==> config.mk <==
export PLATFORM = sky130hd
export DESIGN_NAME = otrb_ctrl
export DESIGN_NICKNAME = d
export VERILOG_FILES = /design/src/sv/otrb_pkg.sv /design/src/sv/otrb_ctrl.sv
export SDC_FILE = /design/constraint.sdc
export NUM_CORES = 1
export LEC_CHECK = 0
export BUFFER_PORTS_ARGS = -buffer_cell sky130_fd_sc_hd__clkbuf_2
export CAP_MARGIN = 20
export CORE_AREA = 2 2 39 41
export CTS_BUF_LIST = sky130_fd_sc_hd__clkbuf_16
export DETAILED_ROUTE_END_ITERATION = 10
export DIE_AREA = 0 0 41 43
export PLACE_DENSITY = 0.38
export SLEW_MARGIN = 20
export SYNTH_ARGS = -nofsm -noshare
export SYNTH_HDL_FRONTEND = slang
export SYNTH_SLANG_ARGS = --single-unit
==> constraint.sdc <==
create_clock -name clk_i -period 1.05 [get_ports clk_i]
set_input_delay 0.0525 -clock clk_i [delete_from_list [all_inputs] [get_ports clk_i]]
set_output_delay 0.0525 -clock clk_i [all_outputs]
set_load 0.01 [all_outputs]
==> src/sv/otrb_pkg.sv <==
// ----------------------------------------------------------------------------
// otrb_pkg
// Shared types and constants for the overwriting trace ring buffer.
// ----------------------------------------------------------------------------
package otrb_pkg;

  localparam int unsigned CAPACITY_DEF     = 64;
  localparam int unsigned PAYLOAD_BITS_DEF = 64;

  localparam int unsigned SEQ_W   = 64;
  localparam int unsigned LEVEL_W = 3;
  localparam int unsigned WORD_W  = 64;
  localparam int unsigned CNT_W   = 7;

  typedef enum logic {
    OP_PUSH     = 1'b0,
    OP_SNAPSHOT = 1'b1
  } op_e;

  typedef struct packed {
    logic               operation;
    logic [LEVEL_W-1:0] level;
    logic [WORD_W-1:0]  payload;
    logic [CNT_W-1:0]   max_count;
  } otrb_in_t;

  typedef struct packed {
    logic               entry_valid;
    logic [SEQ_W-1:0]   sequence_res;
    logic [LEVEL_W-1:0] entry_level;
    logic [WORD_W-1:0]  entry_payload;
    logic [CNT_W-1:0]   stored_count;
    logic [WORD_W-1:0]  dropped_count;
    logic               last;
  } otrb_out_t;

  // controller -> datapath
  typedef struct packed {
    logic push;        // store the input item, emit its result
    logic snap_empty;  // emit the empty snapshot result
    logic snap_start;  // latch snapshot window, issue first read
    logic snap_load;   // move read data into the output register
    logic out_clear;   // output item taken by the receiver
  } otrb_cmd_t;

  // datapath -> controller
  typedef struct packed {
    logic out_valid;   // output register holds an item
    logic snap_none;   // current request would return no entries
    logic remain_one;  // next snapshot load is the last one
  } otrb_sts_t;

endpackage

==> src/sv/otrb_ctrl.sv <==
// ----------------------------------------------------------------------------
// otrb_ctrl
// Controller: input handshake and snapshot readout sequencing.
// ----------------------------------------------------------------------------
module otrb_ctrl (
  input  logic                clk_i,
  input  logic                rst_ni,
  input  logic                in_valid_i,
  input  logic                in_op_i,
  output logic                in_stall_o,
  input  logic                out_stall_i,
  input  otrb_pkg::otrb_sts_t sts_i,
  output otrb_pkg::otrb_cmd_t cmd_o
);

  typedef enum logic {
    ST_IDLE,
    ST_SNAP
  } state_e;

  state_e state_q, state_d;
  logic   out_free;
  logic   take;

  // output register can be loaded this cycle
  assign out_free = !sts_i.out_valid || !out_stall_i;
  assign take     = (state_q == ST_IDLE) && in_valid_i && out_free;

  assign in_stall_o = !((state_q == ST_IDLE) && out_free);

  always_comb begin
    cmd_o            = '0;
    cmd_o.push       = take && (in_op_i == otrb_pkg::OP_PUSH);
    cmd_o.snap_empty = take && (in_op_i == otrb_pkg::OP_SNAPSHOT) && sts_i.snap_none;
    cmd_o.snap_start = take && (in_op_i == otrb_pkg::OP_SNAPSHOT) && !sts_i.snap_none;
    cmd_o.snap_load  = (state_q == ST_SNAP) && out_free;
    cmd_o.out_clear  = sts_i.out_valid && !out_stall_i;
  end

  always_comb begin
    state_d = state_q;
    unique case (state_q)
      ST_IDLE: begin
        if (cmd_o.snap_start) begin
          state_d = ST_SNAP;
        end
      end
      ST_SNAP: begin
        if (cmd_o.snap_load && sts_i.remain_one) begin
          state_d = ST_IDLE;
        end
      end
      default: state_d = ST_IDLE;
    endcase
  end

  always_ff @(posedge clk_i or negedge rst_ni) begin
    if (!rst_ni) begin
      state_q <= ST_IDLE;
    end else begin
      state_q <= state_d;
    end
  end

endmodule

==> impl_results.md, run 1 <==
- Vias in the first global route: 122
- Core Region: around 0.0014 mm2
- Die H: 43 um
- Syn_nets: 20
- Slowest stage delay, CP: 0.36 ns
- CP cell instances: a21o_4 -> nor3b_2 -> clkbuf_2
- Worst R2R Setup Slack: about 0.23 ns
- Hold Crit Class: in -> async
- Ys flop type: dfrtp_1
- CP Class: reg -> out
- Worst slew margin: 0.896
- Syn Inst Count: 12
- Leading registers by flop count: state_q: 1 flops
- Asr flop ratio synth: 1.00
- Post-route clock period utilization: 0.897
- Gr usage total: 0.0391
- Peak supply drop: 0.132 mV
- Setup-failing EPs final: 0
- Via count: 137
- Cell variety after synth: 11
- Seq/Total Area, Yosys: 0.241
- # diodes: 0
- Run status: completed
- Largest net degree at the start of global routing: 6
- Synth area leaders: dfrtp_1, a21o_4, nor3b_2, and2b_2, a21boi_0
- Type of origin of the critical path: register
- Wire length per cell: approximately 8.5 um
- Clk_skew: 0 ns
- Unrepaired setup endpoints after global routing: no
- Synth warn: 0
- CP endpoint kind: primary output
- Grt total ovfl: 0
- First-pass GRT wire length: 503 um
- Initial drt markers: 2
- Crit-path leading delay family: flip-flops
- Worst path slowest cell: dfrtp_1
- Skew-Pair Late Insertion Delay: 0 ns
- CP Data Arrival Time: 0.89 ns
- Area Growth Syn to Fin: 91.6%
- Area share of the largest cell type after synthesis: 0.241
- Starting Density: 0.0750
- Placed Cells: 41
- Synth Area in Compound Gates: 0.325
- Mean Syn Cell Area: 8.65 um2
- Slew @ Worst Pin: 0.155 ns
- Synth Register Bits: 1
- Clk pin slew, worst setup/hold paths: 0 ns
- Die ar.: around 0.0018 mm2
- CP Max Fanout: 5
- Area leader, netlist: dfrtp_1
- Post-Synth XOR/XNOR Area: 0
- PD cells: 623 mW/mm2
- Largest family of logic cells by synthesized area: simple AND/OR/NAND/NOR gates
- Post-route ant nets: 0
- Buf/Inv on CP: 1
- Row cnt: 14
- Max FFs per register: 1
- Nets: 36
- Fmax: ~1.1 GHz
- Hold Fails Final Rpt: 0
- Post-synthesis mux area share: 0
- Final wirelength: around 360 um
- Residual DRC count: 0
- Adder-Cell Fraction of Synth Area: 0
- Final setup TNS: 0 ns
- Pre-antenna DRT Iters: 2
- Static Leak: between 0.1 and 0.15 nW
- Initial antenna violation count: 0
- CP required: 1.00 ns
- Layout cells sized above 1: 0.615
- Die X: around 41 um
- Cell Area, Synth: around 100 um2
- Final min period: about 0.94 ns
- Max-capacitance violation count: 0
- Final Max Slew Viols: 0
- Total power: roughly 0.12 mW
- Top-count cell post-synth: nor2_1
- EDFF count, synth: 0
- PortBufs: 13
- Gpl congestion: 0.568
- Boundary Pins: 14
- Largest reg by FF count: state_q
- Drt via density: ~3.3
- Non-Filler Instances: 42
- Simple-Gate Fraction of Synth Area: 0.398
- Post-CTS sizing: 0
final timing paths:
path	startpoint	endpoint	cells past startpoint
max	state_q$_DFF_PN0_	cmd_o[4]	3
min	rst_ni	state_q$_DFF_PN0_	2
max reg2reg	state_q$_DFF_PN0_	state_q$_DFF_PN0_	2
min reg2reg	state_q$_DFF_PN0_	state_q$_DFF_PN0_	2
max in group asynchronous	rst_ni	state_q$_DFF_PN0_	2
min in group clk_i	in_op_i	cmd_o[4]	3
metrics by stage:
| stage | hold WS, ns | utilization | setup WS, ns | instance area (um2) |
|---|---|---|---|---|
| 2_1_floorplan | -0.243 | - | 0.184 | 104 |
| 3_3_place_gp | -0.166 | 0.137 | 0.115 | 189 |
| 3_5_place_dp | -0.170 | 0.137 | 0.107 | 189 |
| 4_1_cts | 0.378 | 0.144 | 0.104 | 199 |
| 5_1_grt | 0.385 | 0.144 | 0.0841 | 199 |
| 6_report | 0.371 | 0.144 | 0.108 | 199 |
power breakdown:
part           total (mW)  internal [mW]  switching [mW]
Combinational      0.0778         0.0393          0.0385
Clock                   0              0               0
Sequential         0.0461         0.0434         0.00273
Total               0.124         0.0827          0.0413
area by class of cell:
class	count	area, um2
repair buffers	14	75.1
fillers	156	1180
inverters	1	3.75
flip-flops and latches	1	25.0
multi-input cells	10	75.1
well taps	16	20.0
routing by layer:
layer	vias to the layer above	share of wire	track usage
li1	71	-	-
met1	52	0.60	0.0735
met2	14	0.15	0.0313
met5	-	0	0
met4	0	0	0
met3	0	0.24	0.0314
cell usage in the layout, fill, tap and decap left out:
cell type / count
inv_1: 1
a21o_4: 1
o22ai_1: 1
a21boi_0: 1
nand3b_1: 1
dfrtp_1: 1
nand3_1: 1
a21oi_1: 1
and2b_2: 1
nor2_1: 2
nor3b_2: 1
dlygate4sd3_1: 1
clkbuf_2: 13
timing repair:
| action | in CTS | in global routing |
|---|---|---|
| setup buffers | 0 | 0 |
| hold buffers | 1 | 0 |
| hold endpoints to repair | 1 | 0 |
cell families after synthesis:
kind of cell / count (synthesis)
AND/OR/NAND/NOR: 6
AO/OA/AOI/OAI: 4
flip-flops: 1
buffers and inverters: 1
No activity file was read; power rests on OpenSTA's default activity.
==> inputs of run 2 (changes only) <==
--- a/config.mk
+++ b/config.mk
@@ -11,7 +11,7 @@
 export CTS_BUF_LIST = sky130_fd_sc_hd__clkbuf_16
 export DETAILED_ROUTE_END_ITERATION = 10
 export DIE_AREA = 0 0 41 43
-export PLACE_DENSITY = 0.38
+export PLACE_DENSITY_LB_ADDON = 0.25
 export SLEW_MARGIN = 20
 export SYNTH_ARGS = -nofsm -noshare
 export SYNTH_HDL_FRONTEND = slang
==> impl_results.md, run 2 (synthesized netlist as in run 1, its figures left out) <==
- Run status: completed
- Clk pin slew, worst setup/hold paths: 0 ns
- Initial antenna violation count: 0
- Cell area after placement: 189 um2
- Row cnt: 14
- Setup-failing EPs final: 0
- Part of the power in registers: 0.373
- CP Data Arrival Time: 0.88 ns
- Residual DRC count: 0
- Die X: 41 um
- Nets: 36
- Net Sw Frac: 0.329
- Leading registers by flop count: state_q: 1 flops
- CP Max Fanout: 5
- GRT met2 Usage: 0.0313
- CP required: 1.00 ns
- PD cells: 620 mW/mm2
- Hold Crit Class: in -> async
- Vias in the first global route: 113
- CP Class: reg -> out
- Max-capacitance violation count: 0
- CP endpoint kind: primary output
- PortBufs: 13
- Grt total ovfl: 0
- Final Max Slew Viols: 0
- Final wirelength: roughly 350 um
- Clock share of power: 0
- Via count: approximately 140
- Clk_skew: 0 ns
- Layout cells sized above 1: 0.615
- First-pass GRT wire length: 483 um
- Area Growth Syn to Fin: 91.6%
- Peak supply drop: 0.217 mV
- Drt via density: 3.43
- Slew @ Worst Pin: 0.152 ns
- Core Region: around 0.0014 mm2
- Gr usage total: 0.0381
- Comb pwr share: 0.627
- Largest net degree at the start of global routing: 6
- GRT Max-Usage Layer: met1
- Crit. path cell count: 3
- Post-route ant nets: 0
- Gpl congestion: approximately 0.64
- Starting Density: 0.0750
- R2R Path Start: state_q$_DFF_PN0_
- Most frequent cells in the layout: clkbuf_2, nor2_1
- Slowest stage delay, CP: approximately 0.36 ns
- Cell area after layout: 199 um2
- Met3 GRT Util: 0.0209
- Type of origin of the critical path: register
- Hold Fails Final Rpt: 0
- CP cell instances: a21o_4 -> nor3b_2 -> clkbuf_2
- Cts hold-fix bufs: 1
- Final min period: between 0.9 and 1 ns
- Post-CTS sizing: 0
- Unrepaired setup endpoints after global routing: no
- Max FFs per register: 1
- Psw: 0.0406 mW
- Worst path slowest cell: dfrtp_1
- Static Leak: between 0.1 and 0.15 nW
- Skew-Pair Late Insertion Delay: 0 ns
- Worst slew margin: 0.898
- # diodes: 0
- GRT met1 Usage: 0.0767
- Pre-antenna DRT Iters: 4
- Crit path from: state_q$_DFF_PN0_
- FF-to-FF path depth: 2
- Buf/Inv on CP: 1
- Crit-path leading delay family: flip-flops
- Die ar.: between 0.0015 and 0.002 mm2
- Postcts setup bufs: 0
- Boundary Pins: 14
- Fmax: 1.07 GHz
- Largest reg by FF count: state_q
- P_int: 0.0827 mW
- Commonest non-fill, non-tap cell in the layout: clkbuf_2
- Wire length per cell: 8.29 um
- Post-route clock period utilization: 0.890
- Initial drt markers: 12
- Die H: 43 um
- Final setup TNS: 0 ns
==> run 2: cell counts in the layout (fill, tap and decap cells not counted) <==
Identical to the previous run, type by type.
==> run 2: through the flow <==
step | total power, mW | cells | utilization | hold WS (ns) | setup slack [ns]
5_1_grt | 0.133 | 42 | 0.144 | 0.387 | 0.0637
2_1_floorplan | 0.0840 | 12 | - | -0.243 | 0.184
3_5_place_dp | 0.121 | 41 | 0.137 | -0.169 | 0.110
4_1_cts | 0.124 | 42 | 0.144 | 0.378 | 0.107
6_report | 0.123 | 42 | 0.144 | 0.372 | 0.116
3_3_place_gp | 0.123 | 41 | 0.137 | -0.168 | 0.106
==> run 2: cell type report <==
type	count	area, um2
fill	154	1180
inverter	1	3.75
multi-input combinational	10	75.1
sequential	1	25.0
tap	16	20.0
timing repair buffer	14	75.1
==> run 2: power by group through the flow <==
stage / Combinational, mW / Sequential, mW / Clock, mW
after floorplan: 0.0383 / 0.0457 / 0
after global placement: 0.0770 / 0.0459 / 0
after detailed placement: 0.0746 / 0.0461 / 0
after CTS: 0.0781 / 0.0461 / 0
after global routing: 0.0859 / 0.0468 / 0
final: 0.0773 / 0.0460 / 0
==> run 2: path summary, 6_finish.rpt <==
check,end,slack (ns)
min,state_q$_DFF_PN0_,0.37
min in group clk_i,state_q$_DFF_PN0_,0.38
max reg2reg,state_q$_DFF_PN0_,0.25
max,cmd_o[4],0.12
min reg2reg,state_q$_DFF_PN0_,0.54
max in group asynchronous,state_q$_DFF_PN0_,0.59
==> run 2: routing by layer <==
layer,share of wire,wire [um],vias to the layer above
met2,0.18,64,16
met1,0.55,192,56
li1,-,-,72
met3,0.26,91,0
met4,0,0,0
met5,0,0,-
==> run 2: worst reg2reg max path: cells and delay by family, from the launching register on <==
family,cells,cell delay (ns)
AO/OA/AOI/OAI,2,0.36
flip-flops,1,0.36
==> inputs of run 3 (changes only) <==
==> constraint.sdc (replaced) <==
create_clock -name clk_i -period 1.05 [get_ports clk_i]
set_input_delay 0.21 -clock clk_i [delete_from_list [all_inputs] [get_ports clk_i]]
set_output_delay 0.21 -clock clk_i [all_outputs]
set_load 0.01 [all_outputs]
==> impl_results.md, run 3 (synthesized netlist as in run 1, its figures left out) <==
- GRT Max-Usage Layer: met1
- Wire length per cell: between 8 and 9 um
- Die X: between 40 and 50 um
- Pre-antenna DRT Iters: 1
- Grt total ovfl: 0
- Largest net degree at the start of global routing: 6
- Vias in the first global route: 110
- Initial antenna violation count: 0
- Static Leak: 0.114 nW
- Max-capacitance violation count: 0
- Fmax: ~0.94 GHz
- Hold Fails Final Rpt: 0
- Via count: roughly 140
- Starting Density: 0.0750
- Layout cells sized above 1: 0.643
- Gr usage total: 0.0391
- Boundary Pins: 14
- PortBufs: 13
- Hold Slack: around 0.53 ns
- Post-route ant nets: 0
- CP Data Arrival Time: ~0.86 ns
- Nets: 38
- Type of origin of the critical path: register
- Hold Crit Class: in -> async
- Run status: finished, violations left
- Initial drt markers: 0
- Residual DRC count: 0
- CP endpoint kind: primary output
- Skew-Pair Late Insertion Delay: 0 ns
- GRT met2 Usage: 0.0375
- Leading registers by flop count: state_q: 1 flops
- Drt via density: approximately 3.3
- Gpl congestion: between 0.6 and 0.7
- Peak supply drop: between 0.1 and 0.15 mV
- Row cnt: 14
- Max FFs per register: 1
- Setup ws final: -0.0191 ns
- Final min period: 1.07 ns
- Most frequent cells in the layout: clkbuf_2, nor2_1, buf_4
- Worst slew margin: 0.902
- Final Max Slew Viols: 0
- # diodes: 0
- Clk pin slew, worst setup/hold paths: 0 ns
- PD cells: ~600 mW/mm2
- Largest reg by FF count: state_q
- Clk_skew: 0 ns
- Total power: between 0.1 and 0.15 mW
- Commonest non-fill, non-tap cell in the layout: clkbuf_2
- Die H: 43 um
- Final wirelength: 362 um
- CP Class: reg -> out
- Met3 GRT Util: 0.0314
- First-pass GRT wire length: 496 um
- Core Region: 0.00138 mm2
- Failing checks: setup timing
- CP required: roughly 0.84 ns
- Postcts setup bufs: 0
- Slew @ Worst Pin: approximately 0.15 ns
- Unrepaired setup endpoints after global routing: yes
- Die ar.: approximately 0.0018 mm2
- Setup-failing EPs final: 1
- Post-route clock period utilization: 1.02
- CP Max Fanout: 5
- GRT met1 Usage: 0.0671
- Area Growth Syn to Fin: 106%
run 3: repair_timing:
item                                    in CTS  in global routing
hold buffers                                 1                  0
endpoints found under the setup margin       1                  2
resized for setup                            0                  1
hold endpoints to repair                     1                  0
pin swaps                                    1                  0
run 3: per-layer routing:
metal | wire length, um | share of wire
met1 | 194 | 0.54
met2 | 63 | 0.17
met3 | 104 | 0.29
met4 | 0 | 0
met5 | 0 | 0
run 3: cell type report:
class                   instances  area, um2
fillers                       161       1170
inverters                       1       3.75
multi-input cells              10       75.1
flip-flops and latches          1       25.0
well taps                      16       20.0
repair buffers                 16       90.1
run 3: final timing paths:
check	start	endpoint	slack, ns	cells after the start
worst max-delay path	state_q$_DFF_PN0_	cmd_o[4]	-0.02	3
worst min-delay path	rst_ni	state_q$_DFF_PN0_	0.53	2
worst max register to register	state_q$_DFF_PN0_	state_q$_DFF_PN0_	0.25	2
worst min register to register	state_q$_DFF_PN0_	state_q$_DFF_PN0_	0.54	2
max in group asynchronous	rst_ni	state_q$_DFF_PN0_	0.43	2
min in group clk_i	state_q$_DFF_PN0_	state_q$_DFF_PN0_	0.54	2
run 3: power breakdown:
part           total [mW]  leakage (nW)  switching (mW)  internal (mW)
sequential         0.0461        0.0132         0.00266         0.0434
combinational      0.0824         0.101          0.0386         0.0438
clock                   0             0               0              0
run 3: critical path: stages, from the launching register on:
cell and delay (ns):
dfrtp_1 0.36, a21o_4 0.21, nor3b_2 0.14, clkbuf_2 0.15
run 3: through the flow:
step	cells	utilization	setup TNS [ns]	worst slack, ns	instance area [um2]
2_1_floorplan	12	-	0	0.0261	104
3_3_place_gp	43	0.147	-0.0541	-0.0541	204
3_5_place_dp	43	0.147	-0.0423	-0.0423	204
4_1_cts	44	0.155	-0.0258	-0.0258	214
5_1_grt	44	0.155	-0.0495	-0.0495	214
6_report	44	0.155	-0.0191	-0.0191	214
